$ cat src/rtl/mpp_pkg.sv
// Shared types and codes for the MQTT packet parser.
`default_nettype none
package mpp_pkg;

    localparam int unsigned CFG_IDX_W = 2;
    localparam int unsigned CFG_DATA_W = 3;

    localparam logic [CFG_IDX_W-1:0] CFG_REJECT_RETAIN = 2'd0;
    localparam logic [CFG_IDX_W-1:0] CFG_MAX_LENGTH = 2'd1;

    localparam logic [3:0] TYPE_CONNACK = 4'd2;
    localparam logic [3:0] TYPE_PUBLISH = 4'd3;

    localparam logic [3:0] KIND_TYPE = 4'd0;
    localparam logic [3:0] KIND_LENGTH = 4'd1;
    localparam logic [3:0] KIND_ACK_FLAGS = 4'd2;
    localparam logic [3:0] KIND_ACK_CODE = 4'd3;
    localparam logic [3:0] KIND_TOPIC_LEN = 4'd4;
    localparam logic [3:0] KIND_TOPIC = 4'd5;
    localparam logic [3:0] KIND_PKT_ID = 4'd6;
    localparam logic [3:0] KIND_PAYLOAD = 4'd7;
    localparam logic [3:0] KIND_SKIPPED = 4'd8;
    localparam logic [3:0] KIND_DISCARD = 4'd9;

    localparam logic [3:0] ERR_NONE = 4'd0;
    localparam logic [3:0] ERR_LENGTH = 4'd1;
    localparam logic [3:0] ERR_ACK_SIZE = 4'd2;
    localparam logic [3:0] ERR_ACK_CODE = 4'd3;
    localparam logic [3:0] ERR_SHORT = 4'd4;
    localparam logic [3:0] ERR_RETAIN = 4'd5;
    localparam logic [3:0] ERR_TOPIC = 4'd6;
    localparam logic [3:0] ERR_DUP = 4'd7;
    localparam logic [3:0] ERR_QOS = 4'd8;
    localparam logic [3:0] ERR_NO_ID = 4'd9;
    localparam logic [3:0] ERR_ID_ZERO = 4'd10;
    localparam logic [3:0] ERR_WILDCARD = 4'd11;

    localparam logic [7:0] CHAR_PLUS = 8'h2b;
    localparam logic [7:0] CHAR_HASH = 8'h23;
    localparam logic [7:0] MAX_ACK_CODE = 8'd5;

    typedef struct packed {
        logic       reject_retain;
        logic [2:0] max_length_bytes;
    } t_cfg;

    typedef struct packed {
        logic [7:0]  byte_out;
        logic [3:0]  byte_kind;
        logic [3:0]  packet_type;
        logic [1:0]  qos_level;
        logic        dup_flag;
        logic [15:0] topic_length;
        logic [15:0] packet_ident;
        logic [27:0] remaining_length;
        logic        session_present;
        logic [7:0]  return_code;
        logic        packet_end;
        logic [3:0]  error_code;
    } t_result;

endpackage
`default_nettype wire

$ cat src/rtl/mpp_parse_core.sv
// Parser state and per-byte classification logic.
`default_nettype none
module mpp_parse_core (
    input  wire logic            i_clk,
    input  wire logic            i_rst_n,
    input  wire logic            i_accept,
    input  wire logic [7:0]      i_byte,
    input  wire logic            i_restart,
    input  wire mpp_pkg::t_cfg   i_cfg,
    output mpp_pkg::t_result     o_result
);
    import mpp_pkg::*;

    typedef enum logic [12:0] {
        PH_TYPE  = 13'b0000000000001,
        PH_LEN   = 13'b0000000000010,
        PH_ACKF  = 13'b0000000000100,
        PH_ACKC  = 13'b0000000001000,
        PH_TLH   = 13'b0000000010000,
        PH_TLL   = 13'b0000000100000,
        PH_TOPIC = 13'b0000001000000,
        PH_IDH   = 13'b0000010000000,
        PH_IDL   = 13'b0000100000000,
        PH_PAY   = 13'b0001000000000,
        PH_SKIP  = 13'b0010000000000,
        PH_DROP  = 13'b0100000000000,
        PH_DEAD  = 13'b1000000000000
    } t_phase;

    t_phase      r_phase, n_phase;
    logic [7:0]  r_type, n_type;
    logic [27:0] r_len_acc, n_len_acc;
    logic [2:0]  r_len_cnt, n_len_cnt;
    logic [27:0] r_left, n_left;
    logic [15:0] r_topic_len, n_topic_len;
    logic [15:0] r_topic_cnt, n_topic_cnt;
    logic [15:0] r_ident, n_ident;
    logic        r_sess, n_sess;
    logic [7:0]  r_ret_code, n_ret_code;
    logic [3:0]  r_err, n_err;

    logic [3:0]  kind;
    logic        pkt_end;
    logic [2:0]  lim;
    logic [27:0] len_group;
    logic [15:0] tl_word;
    logic [15:0] id_word;
    logic [15:0] topic_cnt_inc;
    logic [1:0]  qos;
    logic        is_pub;

    assign lim = (i_cfg.max_length_bytes == 3'd0) ? 3'd1 :
                 (i_cfg.max_length_bytes > 3'd4) ? 3'd4 : i_cfg.max_length_bytes;
    assign tl_word = {r_topic_len[15:8], i_byte};
    assign id_word = {r_ident[15:8], i_byte};
    assign topic_cnt_inc = r_topic_cnt + 16'd1;
    assign qos = r_type[2:1];

    // place the seven payload bits of a length byte at its group position
    always_comb begin
        case (r_len_cnt[1:0])
            2'd0: len_group = {21'd0, i_byte[6:0]};
            2'd1: len_group = {14'd0, i_byte[6:0], 7'd0};
            2'd2: len_group = {7'd0, i_byte[6:0], 14'd0};
            default: len_group = {i_byte[6:0], 21'd0};
        endcase
    end

    always_comb begin
        n_phase = r_phase;
        n_type = r_type;
        n_len_acc = r_len_acc;
        n_len_cnt = r_len_cnt;
        n_left = r_left;
        n_topic_len = r_topic_len;
        n_topic_cnt = r_topic_cnt;
        n_ident = r_ident;
        n_sess = r_sess;
        n_ret_code = r_ret_code;
        n_err = r_err;
        kind = KIND_DISCARD;
        pkt_end = 1'b0;

        if (i_restart || r_phase == PH_TYPE) begin
            n_type = i_byte;
            n_len_acc = '0;
            n_len_cnt = '0;
            n_left = '0;
            n_topic_len = '0;
            n_topic_cnt = '0;
            n_ident = '0;
            n_sess = 1'b0;
            n_ret_code = '0;
            n_err = ERR_NONE;
            n_phase = PH_LEN;
            kind = KIND_TYPE;
        end else if (r_phase == PH_LEN) begin
            kind = KIND_LENGTH;
            n_len_acc = r_len_acc | len_group;
            n_len_cnt = r_len_cnt + 3'd1;
            if (i_byte[7]) begin
                if (n_len_cnt >= lim) begin
                    n_err = ERR_LENGTH;
                    n_phase = PH_DEAD;
                end
            end else begin
                n_left = n_len_acc;
                if (r_type[7:4] == TYPE_CONNACK) begin
                    if (n_len_acc != 28'd2) n_err = ERR_ACK_SIZE;
                    n_phase = PH_ACKF;
                end else if (r_type[7:4] == TYPE_PUBLISH) begin
                    if (n_len_acc < 28'd2) n_err = ERR_SHORT;
                    else if (r_type[0] && i_cfg.reject_retain) n_err = ERR_RETAIN;
                    n_phase = PH_TLH;
                end else begin
                    n_phase = PH_SKIP;
                end
                if (n_left == 28'd0) begin
                    pkt_end = 1'b1;
                    n_phase = PH_TYPE;
                end else if (n_err != ERR_NONE) begin
                    n_phase = PH_DROP;
                end
            end
        end else if (r_phase == PH_DEAD) begin
            kind = KIND_DISCARD;
        end else begin
            n_left = r_left - 28'd1;
            case (r_phase)
                PH_ACKF: begin
                    kind = KIND_ACK_FLAGS;
                    n_sess = i_byte[0];
                    n_phase = PH_ACKC;
                end
                PH_ACKC: begin
                    kind = KIND_ACK_CODE;
                    n_ret_code = i_byte;
                    if ((r_sess && i_byte != 8'd0) || i_byte > MAX_ACK_CODE) begin
                        n_err = ERR_ACK_CODE;
                    end
                    n_phase = PH_PAY;
                end
                PH_TLH: begin
                    kind = KIND_TOPIC_LEN;
                    n_topic_len = {i_byte, 8'd0};
                    n_phase = PH_TLL;
                end
                PH_TLL: begin
                    kind = KIND_TOPIC_LEN;
                    n_topic_len = tl_word;
                    if (({12'd0, tl_word} + 28'd2) > r_len_acc) n_err = ERR_TOPIC;
                    else if (qos == 2'd0 && r_type[3]) n_err = ERR_DUP;
                    else if (qos == 2'd3) n_err = ERR_QOS;
                    else if (qos != 2'd0 && ({12'd0, tl_word} + 28'd4) > r_len_acc) begin
                        n_err = ERR_NO_ID;
                    end
                    if (tl_word != 16'd0) n_phase = PH_TOPIC;
                    else n_phase = (qos != 2'd0) ? PH_IDH : PH_PAY;
                end
                PH_TOPIC: begin
                    kind = KIND_TOPIC;
                    n_topic_cnt = topic_cnt_inc;
                    if (i_byte inside {CHAR_PLUS, CHAR_HASH}) n_err = ERR_WILDCARD;
                    if (topic_cnt_inc >= r_topic_len) begin
                        n_phase = (qos != 2'd0) ? PH_IDH : PH_PAY;
                    end
                end
                PH_IDH: begin
                    kind = KIND_PKT_ID;
                    n_ident = {i_byte, 8'd0};
                    n_phase = PH_IDL;
                end
                PH_IDL: begin
                    kind = KIND_PKT_ID;
                    n_ident = id_word;
                    if (id_word == 16'd0) n_err = ERR_ID_ZERO;
                    n_phase = PH_PAY;
                end
                PH_PAY: kind = KIND_PAYLOAD;
                PH_SKIP: kind = KIND_SKIPPED;
                default: kind = KIND_DISCARD;
            endcase
            if (n_left == 28'd0) begin
                pkt_end = 1'b1;
                n_phase = PH_TYPE;
            end else if (n_err != ERR_NONE) begin
                n_phase = PH_DROP;
            end
        end
    end

    assign is_pub = (n_type[7:4] == TYPE_PUBLISH);

    always_comb begin
        o_result.byte_out = i_byte;
        o_result.byte_kind = kind;
        o_result.packet_type = n_type[7:4];
        o_result.qos_level = is_pub ? n_type[2:1] : 2'd0;
        o_result.dup_flag = is_pub ? n_type[3] : 1'b0;
        o_result.topic_length = n_topic_len;
        o_result.packet_ident = n_ident;
        o_result.remaining_length = n_len_acc;
        o_result.session_present = n_sess;
        o_result.return_code = n_ret_code;
        o_result.packet_end = pkt_end;
        o_result.error_code = n_err;
    end

    always_ff @(posedge i_clk) begin
        if (!i_rst_n) begin
            r_phase <= PH_TYPE;
            r_type <= '0;
            r_len_acc <= '0;
            r_len_cnt <= '0;
            r_left <= '0;
            r_topic_len <= '0;
            r_topic_cnt <= '0;
            r_ident <= '0;
            r_sess <= 1'b0;
            r_ret_code <= '0;
            r_err <= ERR_NONE;
        end else if (i_accept) begin
            r_phase <= n_phase;
            r_type <= n_type;
            r_len_acc <= n_len_acc;
            r_len_cnt <= n_len_cnt;
            r_left <= n_left;
            r_topic_len <= n_topic_len;
            r_topic_cnt <= n_topic_cnt;
            r_ident <= n_ident;
            r_sess <= n_sess;
            r_ret_code <= n_ret_code;
            r_err <= n_err;
        end
    end

endmodule
`default_nettype wire

$ cat src/rtl/mpp_out_skid.sv
// Result register with a skid stage between the parser and the output channel.
`default_nettype none
module mpp_out_skid (
    input  wire logic              i_clk,
    input  wire logic              i_rst_n,
    input  wire logic              i_valid,
    output logic                   o_stall,
    input  wire mpp_pkg::t_result  i_data,
    output logic                   o_valid,
    input  wire logic              i_stall,
    output mpp_pkg::t_result       o_data
);
    import mpp_pkg::*;

    logic    r_main_valid;
    logic    r_skid_valid;
    t_result r_main;
    t_result r_skid;
    logic    in_xfer;
    logic    out_xfer;

    assign o_stall = r_skid_valid;
    assign o_valid = r_main_valid;
    assign o_data = r_main;
    assign in_xfer = i_valid && !r_skid_valid;
    assign out_xfer = r_main_valid && !i_stall;

    always_ff @(posedge i_clk) begin
        if (!i_rst_n) begin
            r_main_valid <= 1'b0;
            r_skid_valid <= 1'b0;
        end else if (r_skid_valid) begin
            // drain the skid entry into the output register
            if (out_xfer) begin
                r_skid_valid <= 1'b0;
            end
        end else if (in_xfer) begin
            if (r_main_valid && !out_xfer) begin
                r_skid_valid <= 1'b1;
            end else begin
                r_main_valid <= 1'b1;
            end
        end else if (out_xfer) begin
            r_main_valid <= 1'b0;
        end
    end

    always_ff @(posedge i_clk) begin
        if (r_skid_valid) begin
            if (out_xfer) r_main <= r_skid;
        end else if (in_xfer) begin
            if (r_main_valid && !out_xfer) r_skid <= i_data;
            else r_main <= i_data;
        end
    end

endmodule
`default_nettype wire

$ cat src/rtl/mqtt_packet_parser_top.sv
// Top level of the MQTT 3.1.1 receive packet parser.
//
//   channel | direction | handshake                  | payload
//   --------+-----------+----------------------------+---------------------------------
//   in      | input     | i_in_valid / o_in_stall    | i_byte_in, i_restart
//   out     | output    | o_out_valid / i_out_stall  | o_byte_out .. o_error_code
//   cfg     | input     | i_cfg_we                   | i_cfg_idx, i_cfg_data
//
// One byte per clock while o_in_stall is low: each accepted byte is classified by
// the parse core in the cycle it is taken, and its result is registered into the
// output register, or into the skid register while the output is stalled. The skid
// stage lets one more byte in while a result is stalled; o_in_stall rises only when
// both result slots are full. Synchronous active-low reset returns the parser to
// expecting a type byte and sets reject_retain to 1 and max_length_bytes to 4.
`default_nettype none
module mqtt_packet_parser_top (
    input  wire logic                            i_clk,
    input  wire logic                            i_rst_n,
    input  wire logic                            i_in_valid,
    output logic                                 o_in_stall,
    input  wire logic [7:0]                      i_byte_in,
    input  wire logic                            i_restart,
    output logic                                 o_out_valid,
    input  wire logic                            i_out_stall,
    output logic [7:0]                           o_byte_out,
    output logic [3:0]                           o_byte_kind,
    output logic [3:0]                           o_packet_type,
    output logic [1:0]                           o_qos_level,
    output logic                                 o_dup_flag,
    output logic [15:0]                          o_topic_length,
    output logic [15:0]                          o_packet_ident,
    output logic [27:0]                          o_remaining_length,
    output logic                                 o_session_present,
    output logic [7:0]                           o_return_code,
    output logic                                 o_packet_end,
    output logic [3:0]                           o_error_code,
    input  wire logic                            i_cfg_we,
    input  wire logic [mpp_pkg::CFG_IDX_W-1:0]   i_cfg_idx,
    input  wire logic [mpp_pkg::CFG_DATA_W-1:0]  i_cfg_data
);
    import mpp_pkg::*;

    t_cfg    r_cfg;
    t_result core_result;
    t_result out_result;
    logic    core_stall;
    logic    in_xfer;

    assign in_xfer = i_in_valid && !core_stall;
    assign o_in_stall = core_stall;

    always_ff @(posedge i_clk) begin
        if (!i_rst_n) begin
            r_cfg.reject_retain <= 1'b1;
            r_cfg.max_length_bytes <= 3'd4;
        end else if (i_cfg_we) begin
            if (i_cfg_idx == CFG_REJECT_RETAIN) begin
                r_cfg.reject_retain <= i_cfg_data[0];
            end else if (i_cfg_idx == CFG_MAX_LENGTH) begin
                r_cfg.max_length_bytes <= i_cfg_data[2:0];
            end
        end
    end

    mpp_parse_core u_core (
        .i_clk     (i_clk),
        .i_rst_n   (i_rst_n),
        .i_accept  (in_xfer),
        .i_byte    (i_byte_in),
        .i_restart (i_restart),
        .i_cfg     (r_cfg),
        .o_result  (core_result)
    );

    mpp_out_skid u_skid (
        .i_clk   (i_clk),
        .i_rst_n (i_rst_n),
        .i_valid (i_in_valid),
        .o_stall (core_stall),
        .i_data  (core_result),
        .o_valid (o_out_valid),
        .i_stall (i_out_stall),
        .o_data  (out_result)
    );

    assign o_byte_out = out_result.byte_out;
    assign o_byte_kind = out_result.byte_kind;
    assign o_packet_type = out_result.packet_type;
    assign o_qos_level = out_result.qos_level;
    assign o_dup_flag = out_result.dup_flag;
    assign o_topic_length = out_result.topic_length;
    assign o_packet_ident = out_result.packet_ident;
    assign o_remaining_length = out_result.remaining_length;
    assign o_session_present = out_result.session_present;
    assign o_return_code = out_result.return_code;
    assign o_packet_end = out_result.packet_end;
    assign o_error_code = out_result.error_code;

endmodule
`default_nettype wire

$ cat config.mk
export PLATFORM = sky130hd
export DESIGN_NAME = mqtt_packet_parser_top
export DESIGN_NICKNAME = d
export VERILOG_FILES = /design/src/rtl/mpp_pkg.sv /design/src/rtl/mpp_parse_core.sv /design/src/rtl/mpp_out_skid.sv /design/src/rtl/mqtt_packet_parser_top.sv
export SDC_FILE = /design/constraint.sdc
export NUM_CORES = 1
export LEC_CHECK = 0
export BUFFER_PORTS_ARGS = -buffer_cell sky130_fd_sc_hd__clkbuf_2
export CORE_UTILIZATION = 40
export CTS_CLUSTER_DIAMETER = 50
export DETAILED_ROUTE_END_ITERATION = 7
export PLACE_DENSITY = 0.63
export SETUP_SLACK_MARGIN = 0.05
export SYNTH_ARGS = -nofsm -noshare
export SYNTH_HDL_FRONTEND = slang
export SYNTH_SLANG_ARGS = --single-unit
$ cat constraint.sdc
create_clock -name i_clk -period 6.04 [get_ports i_clk]
set_input_delay 0.302 -clock i_clk [delete_from_list [all_inputs] [get_ports i_clk]]
set_output_delay 0.302 -clock i_clk [all_outputs]
set_load 0.05 [all_outputs]
==> impl_metrics.ini, run 1 <==
[run_status]
status = finished clean

[die]
start_util_pct = 40.5
ios = 114
dieWidth_um = 213
fp.coreArea_um2 = 44100
fp.dieH_um = 213
core.rowCount = 77
die_area_um2 = 45600

[timing]
drv_slew = 0
setup_viol = 0
fmax_mhz = 204
tns_ns = 0
rsz0062_at_grt = no
period_minus_slack_ns = 4.89
maxSlewHeadroom_pct = 17.0
skew_ns = 0.0131
fin_crit_sh_pct = 81.0
hold_viol = 0
tightest_slew_ns = 1.23
hold_ws_ns = 0.0305

[worst_setup_path]
regToRegSetupSlack_ns = 1.15
crit_buf_inv = 1
worstPathRequired_ns = 6.52
worst-setup-path-type = reg -> reg
crit_family = simple AND/OR/NAND/NOR gates
cp_cell_sequence = inv_1 -> nor3_1 -> nand3_1 -> or3_1 -> xnor2_1 -> ha_1 -> nand4_1 -> nor4_1 -> a21bo_2 -> a32oi_1 -> a311oi_1 -> nor2_1 -> and4bb_1 -> a21boi_4 -> mux2i_1
r2r.worst_path.cells = 15
arrival_ns = 5.38
crit_fanout = 13
cp_slowest_cell = nor3_1
critPathMaxStageDelay_ns = 0.63
r2r_end = u_core.r_phase[6]$_SDFFE_PN0P_
r2r-start = u_core.r_topic_len[8]$_SDFFE_PN0P_
crit_path_start_kind = flop
worstSetupEndpointType = flop

[clock_network]
cts_tree = yes
cts_max_level = 2
clk_root_buffer_cell = clkbuf_16
clock_sinks = 333
clock_path_buffers = 3
cts_buffers = 42
path_clk_slew_ns = 0.06
clock_latency_ns = 0.56

[synth]
synth_cell_type_count = 72
synth_top_family_by_area = simple AND/OR/NAND/NOR gates
mappedNetlistArea_um2 = 17900
synth-compound-area-share_pct = 16.7
synthTopCellsByArea = edfxtp_1 (31%), dfxtp_1 (16%), nand2_1 (6.1%), ha_1 (4.5%), a21boi_0 (3.0%)
ys_warn_count = 0
ys_ff_latch = 333
synth-edff-count = 186
synth_area_leader_cell = edfxtp_1
synthAdderAreaFrac_pct = 4.48
synthFlopType = edfxtp_1
synth_xor_area_share_pct = 2.69
async_flop_share_pct = 0
netlist_instances = 1905
synth_mux_area_share_pct = 3.78
avgSynthCellArea_um2 = 9.39
ys_seq_area_share_pct = 47.7
synthesis.nets = 1988
synth_top_area_share_pct = 31.2
yosys.area_share.simple_pct = 20.1

[global_routing]
grt.total_usage_pct = 22.2
grt_max_degree = 92
grt_overflow_total = 0
antenna_found_initial = 0
grt_pass1_vias = 13700
grt_pass1_wl_mm = 78.8

[route]
ant_nets = 0
vias = 14600
via_per_inst = 5.70
drt_iter0_drc = 1166
wl_mm = 50.4
wl_per_cell_um = 19.6
first_pass_iters = 5
drc = 0

[cells_and_area]
fillers = 4206
area_growth_pct = 13.3
final_cell_mix = nand2_1 (291), edfxtp_1 (186), dfxtp_1 (146)
drive_gt1_share_pct = 13.8
nNetsFinal = 2027
final_common_cell = nand2_1
n_antenna_cell = 0

[job]
drv_cap = 0

[hold_path]
hold_path.startpoint = i_in_valid
worstHoldEndpoint = u_skid.o_stall$_SDFF_PN0_
hold_path_class = in -> reg
worstHoldPathCells = 3

[power_and_ir_drop]
powerDensity_nw_per_um2 = 292
peakVddDrop_mv = 0.171
p_leak_nw = 7.30

[placed_design]
place.gp.congestion = 0.946
port_buffers = 113
dp_hpwl_mm = 33.3
[where the power goes]
group | internal [mW] | switching [mW]
registers | 2.49 | 0.0675
logic | 0.262 | 0.660
clock network | 1.43 | 1.01
total | 4.18 | 1.74
[worst min-delay path, cell delays in order]
cell      delay [ns]
clkbuf_2        0.11
a21oi_1         0.07
nor2_1          0.07
[kinds of logic (layout without fill, tap and decap cells)]
group / after synthesis / after routing
AND/OR/NAND/NOR: 733 / 733
adder cells (fa/ha/maj): 64 / 64
AO/OA/AOI/OAI: 447 / 447
flip-flops: 333 / 333
multiplexers: 63 / 63
buffers and inverters: 210 / 282
XOR/XNOR: 55 / 55
[worst max path at each step]
stage / start / end / slack [ns] / cells after the start
6_report: u_core.r_topic_len[8]$_SDFFE_PN0P_ / u_core.r_phase[6]$_SDFFE_PN0P_ / 1.15 / 15
3_5_place_dp: u_core.r_topic_len[8]$_SDFFE_PN0P_ / u_core.r_phase[6]$_SDFFE_PN0P_ / 1.30 / 15
2_1_floorplan: u_skid.o_stall$_SDFF_PN0_ / u_skid.o_data[0]$_DFFE_PP_ / 1.35 / 7
3_3_place_gp: u_core.r_topic_len[8]$_SDFFE_PN0P_ / u_core.r_phase[6]$_SDFFE_PN0P_ / 1.46 / 15
4_1_cts: u_core.r_topic_len[8]$_SDFFE_PN0P_ / u_core.r_phase[6]$_SDFFE_PN0P_ / 1.28 / 15
5_1_grt: u_core.r_topic_len[8]$_SDFFE_PN0P_ / u_core.r_phase[5]$_SDFFE_PN0P_ / 0.81 / 15
[Yosys cell counts (all sizes together), types with 16 or more instances]
cell	number
clkbuf	111
buf	34
nor3b	21
ha	64
and2	20
nand3	54
xor2	19
a22o	16
nand2	291
nor3	30
o21ai	81
a21boi	74
dfxtp	147
a22oi	17
inv	65
a21oi	106
nand4	31
a211oi	25
nor2b	34
xnor2	36
edfxtp	186
and3	28
o31ai	50
nor2	133
mux2	37
nor4	23
mux2i	26
[through the flow]
step	instances	cell area [um^2]	setup WS, ns	utilization (%)	total power, mW
after detailed placement	2489	18900	1.30	42.8	3.52
final	2569	20300	1.15	45.9	5.92
after global routing	2569	20300	0.805	45.9	6.15
after CTS	2569	20300	1.28	45.9	5.97
after floorplan	1905	17900	1.35	-	3.28
after global placement	2489	18900	1.46	42.8	3.51
[layer usage]
| layer | part of all wire, % | global-route usage (%) | vias to the layer above |
|---|---|---|---|
| met1 | 47 | 31.9 | 7122 |
| met5 | 0 | 0 | - |
| met3 | 6.1 | 3.31 | 61 |
| met2 | 45 | 34.5 | 468 |
| met4 | 1.9 | 5.96 | 0 |
| li1 | - | - | 6985 |
[final cells by class]
cell class | count | area [um^2] | area share, %
sequential | 333 | 8530 | 42.1
inverter | 65 | 244 | 1.20
clock buffer | 56 | 1170 | 5.80
tap | 592 | 741 | 3.66
clock inverter | 21 | 184 | 0.908
timing repair buffer | 140 | 803 | 3.96
multi-input combinational | 1362 | 8580 | 42.4
[what timing repair did]
item                      CTS  global route
resized for setup           0             0
hold buffers                3             0
setup buffers               0             0
hold endpoints to repair    3             0
[flip-flops by register name, summed over array words and instances (netlist names)]
register	count
u_core.r_phase	13
u_skid.o_valid	1
u_skid.r_skid	93
u_core.r_err	4
u_core.r_len_cnt	3
u_core.r_type	8
u_skid.o_data	93
u_core.r_left	28
u_core.r_ident	16
r_cfg	4
u_skid.o_stall	1
u_core.r_len_acc	28
u_core.r_topic_len	16
u_core.r_sess	1
u_core.r_topic_cnt	16
u_core.r_ret_code	8
Note: power is estimated with default switching activity, not from simulation.
==> inputs of run 2 (changes only) <==
--- a/config.mk
+++ b/config.mk
@@ -9,7 +9,7 @@
 export CORE_UTILIZATION = 40
 export CTS_CLUSTER_DIAMETER = 50
 export DETAILED_ROUTE_END_ITERATION = 7
-export PLACE_DENSITY = 0.63
+export PLACE_DENSITY = 0.6
 export SETUP_SLACK_MARGIN = 0.05
 export SYNTH_ARGS = -nofsm -noshare
 export SYNTH_HDL_FRONTEND = slang
==> constraint.sdc (replaced) <==
create_clock -name i_clk -period 4.6 [get_ports i_clk]
set_input_delay 0.23 -clock i_clk [delete_from_list [all_inputs] [get_ports i_clk]]
set_output_delay 0.23 -clock i_clk [all_outputs]
set_load 0.05 [all_outputs]
==> impl_metrics.ini, run 2 (synthesis results as in run 1) <==
[worst_setup_path]
crit_path_start_kind = flop
worstPathRequired_ns = 5.10
regToRegSetupSlack_ns = 0.45
arrival_ns = 4.65
worst-setup-path-type = reg -> reg
cp_slowest_cell = dfxtp_1
r2r-start = u_core.r_topic_len[10]$_SDFFE_PN0P_
critPathMaxStageDelay_ns = 0.47
r2r_end = u_core.r_phase[3]$_SDFFE_PN0P_
crit_start = u_core.r_topic_len[10]$_SDFFE_PN0P_
r2r.worst_path.cells = 17
worstSetupEndpointType = flop
cp_cell_sequence = inv_1 -> nor3_1 -> buf_4 -> nand3_1 -> or3_1 -> xnor2_1 -> ha_1 -> nand4_1 -> nor4_2 -> a311o_1 -> a32oi_1 -> a311oi_1 -> nor2_1 -> and4bb_1 -> buf_4 -> nand4_1 -> mux2i_1
crit_fanout = 8

[placed_design]
dp_hpwl_mm = 34.8
dp_cells = 2514
port_buffers = 113
place.gp.congestion = 0.947

[timing]
skew_ns = 0.0203
tns_ns = 0
period_minus_slack_ns = 4.15
maxSlewHeadroom_pct = 23.9
fin_crit_sh_pct = 90.2
setup_viol = 0
rsz0062_at_grt = no
drv_slew = 0
tightest_slew_ns = 1.14
hold_viol = 0
fmax_mhz = 241
hold_ws_ns = 0.0651

[power_and_ir_drop]
powerDensity_nw_per_um2 = 379
peakVddDrop_mv = 0.236
p_leak_nw = 7.45
total_power_mw = 7.77

[die]
ios = 114
dieWidth_um = 213
die_area_um2 = 45600
start_util_pct = 40.5
fp.coreArea_um2 = 44100
fp.dieH_um = 213
core.rowCount = 77

[cells_and_area]
area_growth_pct = 14.5
n_antenna_cell = 0
nNetsFinal = 2057
final_common_cell = nand2_1
drive_gt1_share_pct = 15.0
final_cell_count_no_fill = 2599
final_cell_mix = nand2_1 (291), edfxtp_1 (186), dfxtp_1 (144)

[route]
ant_nets = 0
drt_iter0_drc = 1282
vias = 14700
first_pass_iters = 8
via_per_inst = 5.66
wl_mm = 51.1
wl_per_cell_um = 19.7
drc = 0

[hold_path]
hold_path.startpoint = i_out_stall
worstHoldPathCells = 3
hold_path_class = in -> reg
worstHoldEndpoint = u_skid.o_valid$_SDFFE_PN0P_

[global_routing]
grt_pass1_wl_mm = 80.0
grt_max_degree = 100
grt_overflow_total = 0
antenna_found_initial = 0
grt.total_usage_pct = 22.6
grt_pass1_vias = 13800

[clock_network]
clock_path_buffers = 3
clk_root_buffer_cell = clkbuf_16
clock_latency_ns = 0.57
cts_max_level = 2
path_clk_slew_ns = 0.07
clock_sinks = 333
cts_setup_buffers = 0
cts_tree = yes
cts_buffers = 42

[run_status]
status = finished clean

[job]
drv_cap = 0
==> run 2: changes by cell type in the layout (fill, tap and decap cells not counted), sizes merged <==
cell,before,now
clkinv,8,16
clkbuf,168,162
inv,70,72
clkinvlp,7,3
dlygate4sd3,3,8
buf,25,50
==> run 2: area by class of cell <==
type                    count  area [um^2]
clock inverters            27          208
fillers                  4259        23600
multi-input cells        1362         8590
inverters                  65          244
clock buffers              50         1120
well taps                 592          741
flip-flops and latches    333         8530
repair buffers            170         1040
==> run 2: per-stage QoR <==
step | utilization [%] | area [um^2] | worst slack, ns
floorplan | - | 17900 | 0.277
global placement | 43.2 | 19100 | 0.579
CTS | 46.4 | 20500 | 0.396
global route | 46.4 | 20500 | 0.0885
finish | 46.4 | 20500 | 0.452
detailed placement | 43.2 | 19100 | 0.428
==> run 2: power breakdown <==
part	internal, mW	switching [mW]
Sequential	3.27	0.0876
Combinational	0.362	0.873
Clock	1.83	1.35
==> run 2: per-layer routing <==
metal	wire [um]	vias to the layer above	GRT usage, %	share of wire (%)
met5	0	-	0	0
met4	1090	0	6.23	2.1
met3	3010	69	3.37	5.9
met2	23100	433	35.7	45
met1	23900	7160	32.1	47
li1	-	7037	-	-
==> run 2: worst max-delay path by stage <==
stage | endpoint | slack, ns | depth (start not counted)
finish | u_core.r_phase[3]$_SDFFE_PN0P_ | 0.45 | 17
global route | u_core.r_phase[3]$_SDFFE_PN0P_ | 0.09 | 17
CTS | u_core.r_phase[3]$_SDFFE_PN0P_ | 0.40 | 17
detailed placement | u_core.r_phase[3]$_SDFFE_PN0P_ | 0.43 | 17
global placement | u_core.r_phase[11]$_SDFFE_PN0P_ | 0.58 | 17
floorplan | u_skid.r_skid[0]$_DFFE_PP_ | 0.28 | 6
==> run 2: worst max-delay path: cells and delay by family (launching register included) <==
kind / cells / cell delay [ns]
compound gates: 3 / 0.78
xor+xnor: 1 / 0.14
fa+ha+maj: 1 / 0.33
buf+inv: 3 / 0.52
flops: 1 / 0.47
mux: 1 / 0.16
simple gates: 8 / 1.66
==> run 2: repair_timing <==
action,in CTS,in global routing
hold buffers,8,0
hold endpoints to repair,5,0
setup endpoints to repair,0,5
resized for setup,0,3
